==> src/sv/vsp_pkg.sv <==
// Version string parser: shared types, constants and character-class helpers.
// No dependencies; every other file imports this package.
`default_nettype none
package vsp_pkg;

    // Longest text that can be valid; the character count saturates one above it
    localparam int unsigned MAX_TEXT_LENGTH = 64;
    localparam int unsigned CNT_W           = $clog2(MAX_TEXT_LENGTH + 2);
    localparam int unsigned TAG_W           = 6;
    localparam int unsigned NUM_W           = 32;
    localparam int unsigned NUM_COMPONENTS  = 3;

    localparam logic [CNT_W-1:0] COUNT_SAT   = CNT_W'(MAX_TEXT_LENGTH + 1);
    localparam logic [CNT_W-1:0] COUNT_LIMIT = CNT_W'(MAX_TEXT_LENGTH);
    localparam logic [TAG_W-1:0] TAG_LEN_MAX = {TAG_W{1'b1}};

    localparam logic [7:0] CH_DOT  = 8'h2E;
    localparam logic [7:0] CH_DASH = 8'h2D;
    localparam logic [7:0] CH_ZERO = 8'h30;
    localparam logic [7:0] CH_NINE = 8'h39;

    typedef enum logic [1:0] {
        PH_MAJOR = 2'd0,
        PH_MINOR = 2'd1,
        PH_PATCH = 2'd2,
        PH_TAG   = 2'd3
    } phase_t;

    typedef enum logic [2:0] {
        ERR_NONE         = 3'd0,
        ERR_LENGTH       = 3'd1,
        ERR_MISSING_DOT  = 3'd2,
        ERR_PRERELEASE   = 3'd3,
        ERR_EMPTY        = 3'd4,
        ERR_LEADING_ZERO = 3'd5,
        ERR_NOT_NUMBER   = 3'd6
    } err_t;

    typedef struct packed {
        logic [7:0] char_code;
        logic       has_char;
        logic       last;
    } item_t;

    typedef struct packed {
        logic [NUM_W-1:0] value;
        logic [1:0]       digits;
        logic             first_zero;
        logic             bad;
    } comp_t;

    typedef struct packed {
        logic [CNT_W-1:0]               count;
        phase_t                         phase;
        comp_t [NUM_COMPONENTS-1:0]     comp;
        logic [TAG_W-1:0]               tag_len;
        logic                           tag_bad;
    } acc_t;

    typedef struct packed {
        logic             valid_res;
        err_t             error_code;
        logic [NUM_W-1:0] major_number;
        logic [NUM_W-1:0] minor_number;
        logic [NUM_W-1:0] patch_number;
        logic             has_prerelease;
        logic [TAG_W-1:0] prerelease_length;
    } res_t;

    function automatic logic is_digit(input logic [7:0] c);
        return (c >= CH_ZERO) && (c <= CH_NINE);
    endfunction

    function automatic logic tag_char_ok(input logic [7:0] c);
        return ((c >= 8'h61) && (c <= 8'h7A)) ||
               ((c >= 8'h41) && (c <= 8'h5A)) ||
               is_digit(c) || (c == CH_DOT) || (c == CH_DASH);
    endfunction

endpackage
`default_nettype wire

==> src/sv/vsp_if.sv <==
// Version string parser: character and result channel interfaces.
// Depends on vsp_pkg.
`default_nettype none
interface vsp_char_if;
    import vsp_pkg::*;

    logic       valid;
    logic       ready;
    logic [7:0] char_code;
    logic       has_char;
    logic       last;

    modport source (output valid, output char_code, output has_char, output last,
                    input ready);
    modport sink   (input valid, input char_code, input has_char, input last,
                    output ready);
endinterface

interface vsp_result_if;
    import vsp_pkg::*;

    logic             valid;
    logic             ready;
    logic             valid_res;
    logic [2:0]       error_code;
    logic [NUM_W-1:0] major_number;
    logic [NUM_W-1:0] minor_number;
    logic [NUM_W-1:0] patch_number;
    logic             has_prerelease;
    logic [TAG_W-1:0] prerelease_length;

    modport source (output valid, output valid_res, output error_code,
                    output major_number, output minor_number, output patch_number,
                    output has_prerelease, output prerelease_length, input ready);
    modport sink   (input valid, input valid_res, input error_code,
                    input major_number, input minor_number, input patch_number,
                    input has_prerelease, input prerelease_length, output ready);
endinterface
`default_nettype wire

==> src/sv/vsp_accum.sv <==
// Version string parser: per-text accumulator (count, phase, components, tag).
// Depends on vsp_pkg.
`default_nettype none
module vsp_accum (
    input  wire logic          clk,
    input  wire logic          rst_n,
    input  vsp_pkg::item_t     item,
    input  wire logic          consume,
    output vsp_pkg::acc_t      upd
);
    import vsp_pkg::*;

    acc_t state_reg;
    acc_t state_next;
    logic [NUM_W+3:0] prod [NUM_COMPONENTS];

    // Fold one character into the state
    always_comb
    begin
        upd = state_reg;
        for (int k = 0; k < NUM_COMPONENTS; k++)
        begin
            prod[k] = ({4'b0, state_reg.comp[k].value} << 3) +
                      ({4'b0, state_reg.comp[k].value} << 1) +
                      (NUM_W+4)'(item.char_code[3:0]);
        end
        if (item.has_char)
        begin
            if (state_reg.count != COUNT_SAT)
                upd.count = state_reg.count + 1'b1;

            if (state_reg.phase == PH_TAG)
            begin
                if (state_reg.tag_len != TAG_LEN_MAX)
                    upd.tag_len = state_reg.tag_len + 1'b1;
                if (!tag_char_ok(item.char_code))
                    upd.tag_bad = 1'b1;
            end
            else if ((item.char_code == CH_DOT) && (state_reg.phase != PH_PATCH))
            begin
                upd.phase = phase_t'(state_reg.phase + 2'd1);
            end
            else if ((item.char_code == CH_DASH) && (state_reg.phase == PH_PATCH))
            begin
                upd.phase = PH_TAG;
            end
            else
            begin
                for (int k = 0; k < NUM_COMPONENTS; k++)
                begin
                    if (state_reg.phase == phase_t'(2'(k)))
                    begin
                        if ((state_reg.comp[k].digits == 2'd0) && (item.char_code == CH_ZERO))
                            upd.comp[k].first_zero = 1'b1;
                        if (state_reg.comp[k].digits != 2'd2)
                            upd.comp[k].digits = state_reg.comp[k].digits + 2'd1;
                        if (!is_digit(item.char_code))
                            upd.comp[k].bad = 1'b1;
                        else if (!state_reg.comp[k].bad)
                        begin
                            // stop accumulating at the first overflow
                            if (prod[k][NUM_W+3:NUM_W] != 4'd0)
                                upd.comp[k].bad = 1'b1;
                            else
                                upd.comp[k].value = prod[k][NUM_W-1:0];
                        end
                    end
                end
            end
        end
    end

    always_comb
    begin
        state_next = state_reg;
        if (consume)
            state_next = item.last ? '0 : upd;
    end

    always_ff @(posedge clk or negedge rst_n)
    begin
        if (!rst_n)
            state_reg <= '0;
        else
            state_reg <= state_next;
    end

    a_count_sat: assert property (@(posedge clk) disable iff (!rst_n)
        state_reg.count <= COUNT_SAT)
        else $error("character count beyond saturation");

    a_clear_after_last: assert property (@(posedge clk) disable iff (!rst_n)
        (consume && item.last) |=> (state_reg.count == '0) && (state_reg.phase == PH_MAJOR)
                                    && (state_reg.tag_len == '0))
        else $error("state not cleared after final character");

    a_tag_only_in_tag: assert property (@(posedge clk) disable iff (!rst_n)
        (state_reg.phase != PH_TAG) |-> (state_reg.tag_len == '0) && !state_reg.tag_bad)
        else $error("tag state set outside prerelease phase");
endmodule
`default_nettype wire

==> src/sv/vsp_judge.sv <==
// Version string parser: error check and result formatting on the final character.
// Depends on vsp_pkg.
`default_nettype none
module vsp_judge (
    input  vsp_pkg::acc_t  acc,
    output vsp_pkg::res_t  res
);
    import vsp_pkg::*;

    err_t code;
    err_t comp_code;
    logic ok;

    // Components in order: empty, leading zero, not a number
    always_comb
    begin
        comp_code = ERR_NONE;
        for (int k = NUM_COMPONENTS - 1; k >= 0; k--)
        begin
            if (acc.comp[k].digits == 2'd0)
                comp_code = ERR_EMPTY;
            else if ((acc.comp[k].digits == 2'd2) && acc.comp[k].first_zero)
                comp_code = ERR_LEADING_ZERO;
            else if (acc.comp[k].bad)
                comp_code = ERR_NOT_NUMBER;
        end
    end

    always_comb
    begin
        if ((acc.count == '0) || (acc.count > COUNT_LIMIT))
            code = ERR_LENGTH;
        else if ((acc.phase == PH_MAJOR) || (acc.phase == PH_MINOR))
            code = ERR_MISSING_DOT;
        else if ((acc.phase == PH_TAG) && ((acc.tag_len == '0) || acc.tag_bad))
            code = ERR_PRERELEASE;
        else
            code = comp_code;
    end

    assign ok = (code == ERR_NONE);

    always_comb
    begin
        res.valid_res         = ok;
        res.error_code        = code;
        res.major_number      = ok ? acc.comp[0].value : '0;
        res.minor_number      = ok ? acc.comp[1].value : '0;
        res.patch_number      = ok ? acc.comp[2].value : '0;
        res.has_prerelease    = ok && (acc.phase == PH_TAG);
        res.prerelease_length = ok ? acc.tag_len : '0;
    end
endmodule
`default_nettype wire

==> src/sv/version_string_parser_core.sv <==
// Version string parser top level: input register, accumulator, judge, result register.
// Depends on vsp_pkg, vsp_if, vsp_accum and vsp_judge.
//
// Usage
//   chars  : one transfer per character of a version text (char_code, has_char,
//            last). has_char = 0 carries no character; with last = 0 it is a
//            bubble, with last = 1 it closes the text (an empty text if alone).
//   result : one transfer per text, produced by the transfer that carries last.
//            valid_res, error_code, the three numbers and the prerelease
//            presence and length; numbers and tag fields read zero on error.
// Timing
//   A character enters the input register on its transfer and is folded into the
//   running state when it leaves that register; when last, its result lands in the
//   result register at the same edge, and result.valid rises with it. One character
//   per cycle is sustained while no final character waits on a full result register;
//   the fold is one shift-add on the active component plus flag updates.
// Stalls
//   Characters keep flowing while a result waits. A final character waits in
//   the input register only while the result register is full and not being
//   taken, and chars.ready drops behind it.
// Reset
//   rst_n clears both registers' valid flags and the running state; the block
//   is ready for a new text as soon as reset is released.
`default_nettype none
module version_string_parser_core (
    input  wire logic         clk,
    input  wire logic         rst_n,
    vsp_char_if.sink          chars,
    vsp_result_if.source      result
);
    import vsp_pkg::*;

    logic  in_valid_reg;
    logic  in_valid_next;
    item_t in_item_reg;
    logic  res_valid_reg;
    logic  res_valid_next;
    res_t  res_reg;
    logic  consume;
    acc_t  upd;
    res_t  res_comb;

    // Advance the held character unless it is final and the result slot is blocked
    assign consume = in_valid_reg &&
                     (!in_item_reg.last || !res_valid_reg || result.ready);
    assign chars.ready = !in_valid_reg || consume;

    always_comb
    begin
        in_valid_next = in_valid_reg;
        if (chars.valid && chars.ready)
            in_valid_next = 1'b1;
        else if (consume)
            in_valid_next = 1'b0;
    end

    always_ff @(posedge clk or negedge rst_n)
    begin
        if (!rst_n)
            in_valid_reg <= 1'b0;
        else
            in_valid_reg <= in_valid_next;
    end

    // Payload register: load on every transfer, no reset needed
    always_ff @(posedge clk)
    begin
        if (chars.valid && chars.ready)
        begin
            in_item_reg.char_code <= chars.char_code;
            in_item_reg.has_char  <= chars.has_char;
            in_item_reg.last      <= chars.last;
        end
    end

    vsp_accum u_accum (
        .clk     (clk),
        .rst_n   (rst_n),
        .item    (in_item_reg),
        .consume (consume),
        .upd     (upd)
    );

    vsp_judge u_judge (
        .acc (upd),
        .res (res_comb)
    );

    // Result register: fill on a final character, drop on a transfer
    always_comb
    begin
        res_valid_next = res_valid_reg;
        if (consume && in_item_reg.last)
            res_valid_next = 1'b1;
        else if (result.ready)
            res_valid_next = 1'b0;
    end

    always_ff @(posedge clk or negedge rst_n)
    begin
        if (!rst_n)
            res_valid_reg <= 1'b0;
        else
            res_valid_reg <= res_valid_next;
    end

    always_ff @(posedge clk)
    begin
        if (consume && in_item_reg.last)
            res_reg <= res_comb;
    end

    assign result.valid             = res_valid_reg;
    assign result.valid_res         = res_reg.valid_res;
    assign result.error_code        = res_reg.error_code;
    assign result.major_number      = res_reg.major_number;
    assign result.minor_number      = res_reg.minor_number;
    assign result.patch_number      = res_reg.patch_number;
    assign result.has_prerelease    = res_reg.has_prerelease;
    assign result.prerelease_length = res_reg.prerelease_length;

    a_no_overwrite: assert property (@(posedge clk) disable iff (!rst_n)
        (res_valid_reg && !result.ready) |-> !(consume && in_item_reg.last))
        else $error("pending result overwritten");

    a_valid_matches_code: assert property (@(posedge clk) disable iff (!rst_n)
        res_valid_reg |-> (res_reg.valid_res == (res_reg.error_code == ERR_NONE)))
        else $error("valid_res disagrees with error code");

    a_zero_on_error: assert property (@(posedge clk) disable iff (!rst_n)
        (res_valid_reg && !res_reg.valid_res) |->
            (res_reg.major_number == '0) && (res_reg.minor_number == '0) &&
            (res_reg.patch_number == '0) && !res_reg.has_prerelease &&
            (res_reg.prerelease_length == '0))
        else $error("numbers not cleared on error");

    a_char_held: assert property (@(posedge clk) disable iff (!rst_n)
        (in_valid_reg && !consume) |=> in_valid_reg)
        else $error("held character lost");
endmodule
`default_nettype wire

==> src/flat_wrapper.sv <==
// flat-port wrapper written by rule: the top's interface ports become plain ports
module version_string_parser_core_flat import vsp_pkg::*;
  (clk, rst_n, chars_valid, chars_char_code, chars_has_char, chars_last, chars_ready, result_valid, result_valid_res, result_error_code, result_major_number, result_minor_number, result_patch_number, result_has_prerelease, result_prerelease_length, result_ready);
  vsp_char_if chars_i ();
  vsp_result_if result_i ();
  input  wire logic clk;
  input  wire logic rst_n;
  input wire logic [$bits(chars_i.valid)-1:0] chars_valid;
  input wire logic [$bits(chars_i.char_code)-1:0] chars_char_code;
  input wire logic [$bits(chars_i.has_char)-1:0] chars_has_char;
  input wire logic [$bits(chars_i.last)-1:0] chars_last;
  output wire logic [$bits(chars_i.ready)-1:0] chars_ready;
  output wire logic [$bits(result_i.valid)-1:0] result_valid;
  output wire logic [$bits(result_i.valid_res)-1:0] result_valid_res;
  output wire logic [$bits(result_i.error_code)-1:0] result_error_code;
  output wire logic [$bits(result_i.major_number)-1:0] result_major_number;
  output wire logic [$bits(result_i.minor_number)-1:0] result_minor_number;
  output wire logic [$bits(result_i.patch_number)-1:0] result_patch_number;
  output wire logic [$bits(result_i.has_prerelease)-1:0] result_has_prerelease;
  output wire logic [$bits(result_i.prerelease_length)-1:0] result_prerelease_length;
  input wire logic [$bits(result_i.ready)-1:0] result_ready;
  assign chars_i.valid = chars_valid;
  assign chars_i.char_code = chars_char_code;
  assign chars_i.has_char = chars_has_char;
  assign chars_i.last = chars_last;
  assign chars_ready = chars_i.ready;
  assign result_valid = result_i.valid;
  assign result_valid_res = result_i.valid_res;
  assign result_error_code = result_i.error_code;
  assign result_major_number = result_i.major_number;
  assign result_minor_number = result_i.minor_number;
  assign result_patch_number = result_i.patch_number;
  assign result_has_prerelease = result_i.has_prerelease;
  assign result_prerelease_length = result_i.prerelease_length;
  assign result_i.ready = result_ready;
  version_string_parser_core u_core (.clk(clk), .rst_n(rst_n), .chars(chars_i), .result(result_i));
endmodule
==> config.mk <==
export PLATFORM = sky130hd
export DESIGN_NAME = version_string_parser_core_flat
export DESIGN_NICKNAME = d
export VERILOG_FILES = /design/src/sv/vsp_pkg.sv /design/src/sv/vsp_if.sv /design/src/sv/vsp_accum.sv /design/src/sv/vsp_judge.sv /design/src/sv/version_string_parser_core.sv /design/src/flat_wrapper.sv
export SDC_FILE = /design/constraint.sdc
export NUM_CORES = 1
export LEC_CHECK = 0
export ABC_CLOCK_PERIOD_IN_PS = 4450
export BUFFER_PORTS_ARGS = -buffer_cell sky130_fd_sc_hd__buf_2
export CAP_MARGIN = 40
export CORE_MARGIN = 5
export CORE_UTILIZATION = 55
export DETAILED_ROUTE_END_ITERATION = 10
export PLACE_DENSITY = 0.76
export SYNTH_ARGS = -nofsm -noshare
export SYNTH_HDL_FRONTEND = slang
export SYNTH_SLANG_ARGS = --single-unit
==> constraint.sdc <==
create_clock -name clk -period 4.45 [get_ports clk]
set_input_delay 0.2225 -clock clk [delete_from_list [all_inputs] [get_ports clk]]
set_output_delay 0.2225 -clock clk [all_outputs]
set_load 0.01 [all_outputs]
==> results by stage, run 1 <==
Run status:
- The run finished with clean final reports.

Yosys:
- The cell area after technology mapping is 17,900 sq um.
- For this run, the leading register cell type out of synthesis is dfrtp_1.
- The commonest cells after synthesis are ha_1 (199), dfrtp_1 (126), nand2_1 (119), edfxtp_1 (117), a21oi_1 (112).
- The number of warnings reported in the yosys synthesis log is 0.
- Ranked by total cell area, the synthesized netlist is headed by edfxtp_1 (20%), dfrtp_1 (18%), ha_1 (14%).
- The biggest area contributor in the post-synthesis netlist is edfxtp_1.
- In this run, synthesis inferred 117 flip-flops with an integrated enable.
- The sequential-to-total area share from yosys stat is 0.373.
- Counting distinct cell types in the post-synthesis netlist gives 83.
- In the synthesized netlist the async set-or-reset flop fraction comes to 0.519.
- The most frequently used cell type in the post-synthesis netlist is ha_1.
- The instance count of the mapped netlist is 1,758.
- The fraction of synthesized cell area taken by the top area cell type is 0.196.
- A synthesized cell averages 10.2 sq um.
- The number of nets handed over by synthesis was 1,977.
- Counting flops and latches in the post-synthesis netlist gives 243.

STA:
- The number of failing hold endpoints at the final stage is 0.
- Summed over all failing endpoints, the final setup total negative slack is 0 ns.
- The max-slew violation total from the final report is 0.
- At the pin with the least slew margin, the transition time is 0.727 ns.
- The part of the cycle the worst path needs is 0.969.
- The clock period minus worst slack is 4.31 ns.
- The clock skew is 0.0281 ns.
- The worst pin sits at a relative slew slack of 0.503.
- The number of setup violations in the final report is 0.
- The highest clock rate is 232 MHz.
- The post-route worst hold slack is 0.233 ns.

Worst setup path:
- The kind of end point of the critical path is a flip-flop.
- The maximum net fanout on the critical path is 17.
- For the worst setup path, the data required time is 4.82 ns.
- STA classifies the critical path startpoint as a flip-flop.
- The critical path in this run is classified as flip-flop to flip-flop.
- The depth of the most critical reg-to-reg path is 17.
- STA puts the critical path data arrival time at 4.68 ns.

Drt:
- The overall routed net length is 45.9 mm.
- The count of routing violations after the opening detailed-route iteration is 1,087.
- Dividing the detail-routed via count by the number of cells gives 6.21.
- The first detailed-routing pass took 6 iterations.
- The routed via count is 14,648.
- The average wire per standard cell is 19.5 um.
- In this run the remaining antenna-violating nets after routing total 0.
- After detailed routing, the number of remaining DRC violations is 0.

Finish:
- After routing the design area is 20,500 sq um.
- The register with the most flip-flops in the layout has 124 of them.
- The post-route non-filler standard cell count is 2,357.
- The post-synthesis to final-layout area growth is 14.3%.
- The fraction of the core area covered by cells at the end of the flow is 0.633.
- The repair_antennas step left the layout with diodes totalling 0.
- The final layout contains 2,113 nets.
- The share of post-route cells with drive strength above 1 is 0.175.

Die:
- The placement row count is 66.
- The chip width is 190 um.
- The initial core utilization is 0.554.
- The height of the chip is 190 um.
- The area enclosed by the die boundary is 36,200 sq um.
- For this design the top-level I/O count stands at 123.
- In this run the standard cell core region covers 32,300 sq um.

Clocking:
- In this run, CTS created clock tree buffers numbering 27.
- The buffer cell driving the clock tree root is clkbuf_16.
- The clock reaches the later pin of the worst-skew pair after 0.56 ns.
- The clock tree from TritonCTS is done.
- The clock net in this run drives a total of 243 sinks.
- The number of buffers on the longest clock path is 3.
- In this run the number of H-tree levels came out at 1.
- Clock-pin slew was measured on the worst setup and hold paths at 0.06 ns.

Global routing:
- The number of global-route vias before repair was 14,185.
- The global route total overflow is 0.
- Entering global routing, the biggest net connects 70 pins.
- The first-pass GRT wire length is 71.7 mm.
- The number of antenna violations at the first check in global routing is 0.
- For this run, the total global-route usage over all layers was measured as 0.235.

Power:
- For this design the ratio of total power to cell area is 270 nW/um^2.
- The leakage dissipation is 9.12 nW.
- The largest vdd supply drop is 0.000296 V.

Placement:
- The global placement routability congestion is 0.931.
- The placed instances occupy a cell area of 19,000 sq um.
- In this run, placement finished with an instance count of 2,272.
- Port buffering added 122 buffers.
- Detailed placement finished with a half-perimeter wire length of 32.4 mm.

Run:
- Across the run, the number of max-cap violations was 0.

Min path:
- The tightest min-delay check is of the input pin to async pin type.
-- worst paths after layout --
| kind | start | end | slack (ns) |
|---|---|---|---|
| setup / recovery | u_core.in_item_reg[5] | u_core.result.minor_number[23] | 0.14 |
| hold / removal | rst_n | u_core.u_accum.state_reg[29] | 0.23 |
| setup reg to reg | u_core.in_item_reg[5] | u_core.result.minor_number[23] | 0.14 |
| hold reg to reg | u_core.u_accum.state_reg[46] | u_core.u_accum.state_reg[46] | 0.54 |
| max in group asynchronous | rst_n | u_core.u_accum.state_reg[44] | 3.15 |
| min in group clk | chars_last | u_core.in_item_reg[0] | 0.39 |
-- logic make-up after synthesis --
group,share of synthesized area
AO/OA/AOI/OAI,0.200
flip-flops,0.373
buffers and inverters,0.0404
AND/OR/NAND/NOR,0.146
XOR/XNOR,0.0406
adder cells (fa/ha/maj),0.146
multiplexers,0.0542
-- critical path, cell delays in order (launching register included) --
cell	delay, ns
edfxtp_1	0.46
inv_2	0.14
fa_1	0.41
inv_1	0.10
fa_2	0.22
a21o_1	0.18
a221oi_4	0.09
o31a_1	0.34
or3_1	0.42
a211oi_2	0.29
o21a_1	0.21
o21ai_2	0.09
buf_4	0.15
o31ai_4	0.23
o2111ai_4	0.20
buf_12	0.21
buf_12	0.17
nor3_1	0.20
-- area by class of cell --
class / instances / area, sq um
Inverter: 55 / 209
Clock buffer: 32 / 714
Timing Repair Buffer: 200 / 1480
Fill cell: 2633 / 11800
Multi-Input combinational cell: 1367 / 10600
Clock inverter: 18 / 200
Tap cell: 442 / 553
Sequential cell: 243 / 6670
-- layer usage --
layer  part of all wire  GRT usage  up-vias
li1                   -          -     6970
met1               0.45      0.328     7135
met2               0.46      0.390      451
met3              0.057     0.0295       92
met4              0.028     0.0622        0
met5                  0          0        -
-- placed cells by master (no fill, tap or decap), types with 13 or more instances in the layout --
cell           netlist  layout
ha_1               199     199
dfrtp_1            126     126
buf_2               27     121
nand2_1            119     119
edfxtp_1           117     117
a21oi_1            112     112
o21ai_0             90      90
a22o_1              89      89
mux2i_1             89      86
nor2_1              80      80
nor3_1              68      66
nor3_2              57      58
inv_1               55      53
xnor2_1             51      50
a21o_1              50      50
buf_4                9      46
xor2_1              32      32
clkbuf_16            0      30
nand4_1             29      29
nand3_1             24      24
a31oi_1             17      17
nand2b_1            17      17
and2_1              14      14
o211ai_1            14      14
nor2b_1             13      13
a211oi_1            13      13
dlygate4sd3_1        0      13
-- where the power goes --
group | internal, mW | switching [mW]
Combinational | 0.261 | 0.477
Clock | 1.38 | 0.946
Sequential | 2.42 | 0.0486
-- per-stage QoR --
step | power, mW | worst slack [ns]
final | 5.53 | 0.139
after floorplan | 2.88 | 0.533
after global routing | 5.70 | -0.0896
after global placement | 3.04 | 0.195
after CTS | 5.39 | 0.0347
after detailed placement | 3.06 | 0.0854
-- repair_timing --
action,CTS,global route
hold buffers,13,0
buffers inserted,0,17
resized for setup,0,32
endpoints found under the setup margin,0,155
endpoints found under the hold margin,59,0
(Power assumes the default switching activity.)
==> inputs of run 2 (changes only) <==
--- a/config.mk
+++ b/config.mk
@@ -9,9 +9,9 @@
 export BUFFER_PORTS_ARGS = -buffer_cell sky130_fd_sc_hd__buf_2
 export CAP_MARGIN = 40
 export CORE_MARGIN = 5
-export CORE_UTILIZATION = 55
+export CORE_UTILIZATION = 54
 export DETAILED_ROUTE_END_ITERATION = 10
-export PLACE_DENSITY = 0.76
+export PLACE_DENSITY = 0.74
 export SYNTH_ARGS = -nofsm -noshare
 export SYNTH_HDL_FRONTEND = slang
 export SYNTH_SLANG_ARGS = --single-unit
==> run 2 against run 1 <==
  * Worst setup slack better by 0.024 ns
  * Global-route usage up 0.53 points
  * Power up 2.4%
  * Critical path depth down 1
  * Largest power group unchanged
==> results by stage, run 2 (synthesis gave the netlist of run 1 again) <==
Placement:
- The cell count after placement is 2,272 (unchanged).
- The post-place instance area is 19,100 sq um (+0.26%).
- The global placement routability congestion is 0.947 (+1.7%).
- The HPWL after detailed placement came to 32.6 mm (+0.34%).
- The pre-CTS worst setup slack is -0.0604 ns (-0.146 ns).
- The number of I/O port buffers was 122 (unchanged).

STA:
- The part of the cycle the worst path needs is 0.963 (-0.00546).
- The clock skew came to 0.0115 ns (-0.0166 ns).
- Setup repair after global routing could not meet its margin everywhere.
- The worst-margin pin slew is 0.707 ns (-0.0205 ns).
- The normalized max-slew margin is 0.529 (+0.0262).
- The final-layout setup total negative slack is 0 ns (unchanged).
- The highest clock rate is 233 MHz (+0.57%).
- The max-slew violation total from the final report is 0 (unchanged).
- The clock period minus worst slack came to 4.29 ns (-0.0243 ns).
- The post-route worst hold slack came to 0.179 ns (-0.0533 ns).
- The number of setup violations in the final report was 0 (unchanged).
- The number of failing hold endpoints at the final stage is 0 (unchanged).
- The final setup slack of the worst path is 0.163 ns (+0.0243 ns).

Global routing:
- The number of global-route vias before repair is 14,299 (+0.80%).
- The global route total overflow is 0 (unchanged).
- The first-pass GRT wire length is 73.3 mm (+2.3%).
- The maximum number of pins on one net before global-route repair is 61 (-13%).
- The number of antenna violations at the first check in global routing is 0 (unchanged).
- The overall fraction of global-route tracks in use is 0.240 (+0.00528).

Min path:
- The path class of the tightest hold or removal check is input pin to async pin.

Die:
- The placement row count was 66 (unchanged).
- The area enclosed by the die boundary is 36,900 sq um (+1.8%).
- The I/O pin total is 123 (unchanged).
- The chip width is 192 um (+0.87%).
- The core area is 32,600 sq um (+1.0%).
- The initial core utilization is 0.548 (-0.00561).
- The height of the chip is 192 um (+0.87%).

Finish:
- The net count of the finished layout is 2,122 (+0.43%).
- Relative to the synthesized area, the layout overhead comes to 15.9%.
- The flip-flop count of the largest register, all copies and words added is 124 (unchanged).
- The number of filler instances in the final layout came to 2,636 (+0.11%).
- The finished layout cell area was 20,700 sq um (+1.3%).
- Leaving out fill and tap cells, the most frequent cells in the layout are ha_1 (199), dfrtp_1 (126), buf_2 (121).
- The fraction of the core area covered by cells at the end of the flow came to 0.635 (+0.00191).
- The share of post-route cells with drive strength above 1 is 0.182 (+0.00688).
- The post-route non-filler standard cell count came to 2,367 (+0.42%).
- Leaving out fill and tap cells, the most frequent cell in the layout is ha_1.
- The total inserted antenna cells is 0 (unchanged).
- The area of the multi-input gates came to 10,700 sq um (+0.41%).
- The flip-flop and latch area is 6670 sq um (unchanged).

Drt:
- The length of the first detailed-routing pass in iterations is 8 (+2).
- The average wire per standard cell was 19.9 um (+2.3%).
- The routed via count is 14,672 (+0.16%).
- The average via count per standard cell is 6.20 (-0.26%).
- The count of routing violations after the opening detailed-route iteration is 1,257 (+16%).
- The overall routed net length is 47.1 mm (+2.7%).
- The DRC violation count after routing is 0 (unchanged).
- The post-route antenna net violation count came to 0 (unchanged).

Worst setup path:
- The arrival time at the worst endpoint is 4.59 ns (-0.09 ns).
- On the critical path, the stage with the largest delay is an instance of fa_1.
- The sum of buffers and inverters on the critical path was 4 (-1).
- Among the stages of the critical path, the cell type that occurs most often is fa_1.
- The worst setup path is of the flip-flop to flip-flop kind.
- STA classifies the critical path endpoint as a flip-flop.
- The data required time at the worst endpoint is 4.75 ns (-0.07 ns).
- The top cell family by delay on the critical path is compound AO/OA/AOI/OAI gates.
- The maximum net fanout on the critical path is 22 (+5).
- The stage delay of the slowest cell on the critical path is 0.51 ns (+0.05 ns).
- The kind of launch point of the worst setup path is a flip-flop.
- The critical path goes through buf_4, fa_1, inv_1, fa_1, nor2b_2, o2111ai_1, nand2_1, o22ai_2, o211ai_2, a41o_1, mux2_2, a31o_2, o2111ai_4, buf_6, buf_12, nor3_1.

Power:
- The total power divided by cell area is 273 nW/um^2 (+1.0%).
- The largest vdd supply drop is 0.000247 V (-16%).
- The leakage dissipation was 9.26 nW (+1.5%).
- The overall power of the completed layout was 5.66 mW (+2.4%).

Clocking:
- The clock sink count is 243 (unchanged).
- The H-tree level count is 1 (unchanged).
- The number of clock buffers inserted by TritonCTS came to 29 (+7.4%).
- The clock input transition at the sequential cells of the worst setup and hold paths is 0.06 ns (about the same).
- The number of buffers on the longest clock path is 3 (unchanged).
- The buffer cell driving the clock tree root is clkbuf_16.
- The clock insertion delay at the later pin of the skew report came to 0.56 ns (about the same).
- The clock tree from TritonCTS is done.

Run status:
- The run finished with clean final reports.

Run:
- The number of max-cap violations came to 0 (unchanged).
run 2: power breakdown:
| group | internal, mW | switching [mW] | leakage, nW | total, mW |
|---|---|---|---|---|
| sequential | 2.42 | 0.0482 | 2.93 | 2.47 |
| clock | 1.49 | 0.968 | 0.474 | 2.46 |
| combinational | 0.260 | 0.477 | 5.86 | 0.737 |
run 2: final timing paths:
path	depth (start not counted)	to	start	slack (ns)
hold reg to reg	1	u_core.u_accum.state_reg[81]	u_core.u_accum.state_reg[81]	0.51
max in group asynchronous	3	u_core.u_accum.state_reg[30]	rst_n	3.15
hold / removal	2	u_core.u_accum.state_reg[91]	rst_n	0.18
setup / recovery	16	u_core.result.patch_number[5]	u_core.in_item_reg[5]	0.16
setup reg to reg	16	u_core.result.patch_number[5]	u_core.in_item_reg[5]	0.16
min in group clk	2	u_core.in_item_reg[0]	chars_last	0.39
run 2: cell type report:
type,instances,area share
clock buffer,34,0.0359
clock inverter,19,0.0113
timing repair buffer,207,0.0791
sequential,243,0.322
inverter,55,0.0101
multi-input combinational,1367,0.515
tap,442,0.0267
run 2: routing by layer:
layer	track usage	share of wire
met5	0	0
met4	0.0672	0.026
met3	0.0296	0.057
met2	0.399	0.47
met1	0.333	0.45
run 2: what timing repair did:
action,CTS,global route
buffers inserted,1,18
endpoints found under the setup margin,25,135
cloned,0,10
hold buffers,13,0
hold endpoints to repair,44,0
pin swaps,1,15
gates resized for setup,2,39
==> inputs of run 3 (changes only) <==
--- a/config.mk
+++ b/config.mk
@@ -8,6 +8,7 @@
 export ABC_CLOCK_PERIOD_IN_PS = 4450
 export BUFFER_PORTS_ARGS = -buffer_cell sky130_fd_sc_hd__buf_2
 export CAP_MARGIN = 40
+export CORE_ASPECT_RATIO = 1.75
 export CORE_MARGIN = 5
 export CORE_UTILIZATION = 54
 export DETAILED_ROUTE_END_ITERATION = 10
==> run 3 against run 2 <==
  * Largest cell class unchanged
  * Critical path depth increased by 1
  * Cell area decreased by 2.2%
  * Clock power down 15%
  * Register-to-register slack lost 0.04 ns
  * Largest power group unchanged
  * Sequential power is essentially flat
  * Combinational power down 11%
==> results by stage, run 3 (synthesis gave the netlist of run 1 again) <==
Run status:
- The run finished with clean final reports.

Power:
- The share of power burned in the clock network was 0.400 (-0.034).
- The power share of the combinational group was 0.127 (-0.003).
- The largest vdd supply drop is 0.000299 V (+21%).
- The total power divided by cell area is 257 nW/um^2 (-6.1%).
- The internal power consumption came to 3.77 mW (-9.4%).
- The switching share of power is 0.274 (+0.0105).
- The net load switching power is 1.43 mW (-4.4%).
- The part of the power in registers came to 0.473 (+0.037).
- The leakage dissipation is 9.07 nW (-2.0%).

Die:
- The initial core utilization was 0.545 (-0.00322).
- The I/O pin total is 123 (unchanged).
- The height of the chip is 251 um (+31%).
- The placement row count is 88 (+33%).
- The area enclosed by the die boundary is 37,000 sq um (+0.39%).
- The core area was 32,800 sq um (+0.59%).
- The chip width is 148 um (-23%).

Finish:
- The most common cell after layout, fill and taps aside is ha_1.
- The area of the multi-input gates was 10,600 sq um (-0.88%).
- From synthesis to final layout, the design area changed by 13.3%.
- The total inserted antenna cells came to 0 (unchanged).
- The share of post-route cells with drive strength above 1 was 0.173 (-0.00958).
- The net count of the finished layout came to 2,116 (-0.28%).
- The post-route non-filler standard cell count is 2,321 (-1.9%).
- The flip-flop and latch area is 6670 sq um (unchanged).
- In the layout the commonest cells are ha_1 (199), dfrtp_1 (126), buf_2 (121).
- The number of filler instances in the final layout is 2,697 (+2.3%).
- The flip-flop count of the largest register, all copies and words added is 124 (unchanged).
- The fraction of the core area covered by cells at the end of the flow is 0.618 (-0.0175).
- The finished layout cell area came to 20,300 sq um (-2.2%).

Drt:
- The average via count per standard cell is 6.31 (+1.8%).
- The routed via count is 14,644 (-0.19%).
- The DRC violation count after routing is 0 (unchanged).
- The count of routing violations after the opening detailed-route iteration is 778 (-38%).
- The average wire per standard cell is 20.5 um (+2.7%).
- The length of the first detailed-routing pass in iterations is 5 (-3).
- The post-route antenna net violation count is 0 (unchanged).
- The overall routed net length came to 47.5 mm (+0.72%).

Global routing:
- The maximum number of pins on one net before global-route repair is 54 (-11%).
- The overall fraction of global-route tracks in use is 0.250 (+0.0102).
- The global route total overflow is 0 (unchanged).
- The first-pass GRT wire length is 76.2 mm (+4.0%).
- The number of antenna violations at the first check in global routing is 0 (unchanged).
- The number of global-route vias before repair was 15,231 (+6.5%).

STA:
- The max-slew violation total from the final report is 0 (unchanged).
- The clock period minus worst slack is 4.33 ns (+0.0436 ns).
- The part of the cycle the worst path needs is 0.973 (+0.00980).
- The clock skew is 0.0215 ns (+0.0100 ns).
- The number of failing hold endpoints at the final stage was 0 (unchanged).
- The highest clock rate is 231 MHz (-1.0%).
- The worst-margin pin slew is 0.731 ns (+0.0246 ns).
- The normalized max-slew margin is 0.512 (-0.0164).
- The number of setup violations in the final report is 0 (unchanged).
- The post-route worst hold slack is 0.278 ns (+0.0989 ns).
- Setup repair after global routing could not meet its margin everywhere.

Worst setup path:
- The depth of the most critical reg-to-reg path is 17 (+1).
- The maximum net fanout on the critical path is 26 (+18%).
- The kind of launch point of the worst setup path is a flip-flop.
- The arrival time at the worst endpoint came to 4.62 ns (+0.03 ns).
- The data required time at the worst endpoint is 4.74 ns (about the same).
- The reg-to-reg setup timing slack came to 0.12 ns (-0.04 ns).
- The worst register-to-register path begins at u_core.in_item_reg[4].
- The start-to-end type of the worst setup path is flip-flop to flip-flop.
- The kind of end point of the critical path is a flip-flop.
- The destination of the worst register-to-register timing path is u_core.result.major_number[30].

Placement:
- The cell count after placement is 2,249 (-1.0%).
- The number of I/O port buffers is 122 (unchanged).
- The post-place instance area came to 19,100 sq um (+0.32%).
- The global placement routability congestion is 0.922 (-2.7%).
- The HPWL after detailed placement is 35.5 mm (+9.0%).

Clocking:
- The number of buffers on the longest clock path is 3 (unchanged).
- The clock sink count was 243 (unchanged).
- The clock input transition at the sequential cells of the worst setup and hold paths came to 0.07 ns (about the same).
- The buffer cell driving the clock tree root is clkbuf_16.
- TritonCTS built the clock tree.
- The H-tree level count is 1 (unchanged).
- The number of clock buffers inserted by TritonCTS came to 25 (-14%).
- The clock insertion delay at the later pin of the skew report is 0.55 ns (about the same).

Run:
- The number of max-cap violations is 0 (unchanged).

Min path:
- The worst hold path class is input pin to async pin.
run 3: cell types whose count changed in the layout (fill, tap and decap cells not counted), sizes merged:
cell and change:
clkinv -2, buf +2, clkbuf -8, inv -1, bufinv -4, clkinvlp +4
run 3: power by group through the flow:
stage	registers [mW]	logic, mW	clock network, mW
global route	2.47	0.703	2.21
global placement	2.50	0.563	0
finish	2.46	0.658	2.08
CTS	2.46	0.586	2.12
detailed placement	2.51	0.574	0
floorplan	2.51	0.364	0
run 3: layout make-up:
cell class,instances,share of cell area
inverter,55,0.0103
clock inverter,16,0.00685
tap,405,0.0250
sequential,243,0.329
clock buffer,30,0.0328
multi-input combinational,1367,0.522
timing repair buffer,205,0.0742
run 3: how the worst max path moves through the flow:
| stage | cells after the start | slack (ns) | to | start |
|---|---|---|---|---|
| after floorplan | 15 | 0.53 | u_core.result.prerelease_length[2] | u_core.u_accum.state_reg[11] |
| after global placement | 15 | 0.01 | u_core.result.minor_number[0] | u_core.in_item_reg[5] |
| after detailed placement | 15 | -0.06 | u_core.result.minor_number[11] | u_core.in_item_reg[5] |
| after CTS | 16 | 0.009 | u_core.u_accum.state_reg[69] | u_core.in_item_reg[5] |
| after global routing | 17 | -0.05 | u_core.result.major_number[30] | u_core.in_item_reg[4] |
| final | 17 | 0.12 | u_core.result.major_number[30] | u_core.in_item_reg[4] |
run 3: layer usage:
metal | global-route usage | routed length [um]
met3 | 0.0252 | 1760
met2 | 0.481 | 25800
met1 | 0.261 | 17100
met5 | 0 | 0
met4 | 0.142 | 2800
run 3: repair_timing:
action | CTS | global route
hold endpoints to repair | 63 | 0
hold buffers | 13 | 0
cloned | 0 | 2
buffers inserted | 1 | 10
gates resized for setup | 2 | 7
pin swaps | 2 | 8
endpoints found under the setup margin | 118 | 164
run 3: per-stage QoR:
stage          power [mW]  setup WS (ns)  setup TNS [ns]
2_1_floorplan        2.88          0.533               0
3_3_place_gp         3.07         0.0142               0
3_5_place_dp         3.08        -0.0622           -1.15
4_1_cts              5.17        0.00875               0
5_1_grt              5.38        -0.0501          -0.921
6_report             5.20          0.120               0
run 3: critical path: stages (launching register included):
cell,delay (ns)
edfxtp_1,0.44
buf_4,0.18
ha_1,0.28
ha_1,0.20
inv_1,0.07
fa_1,0.41
nor2b_1,0.17
o2111ai_1,0.15
nand2_1,0.17
o22ai_2,0.13
o211ai_2,0.22
a41o_1,0.21
mux2_2,0.37
a31o_1,0.30
o2111ai_4,0.22
buf_4,0.23
buf_12,0.23
nor3_2,0.07
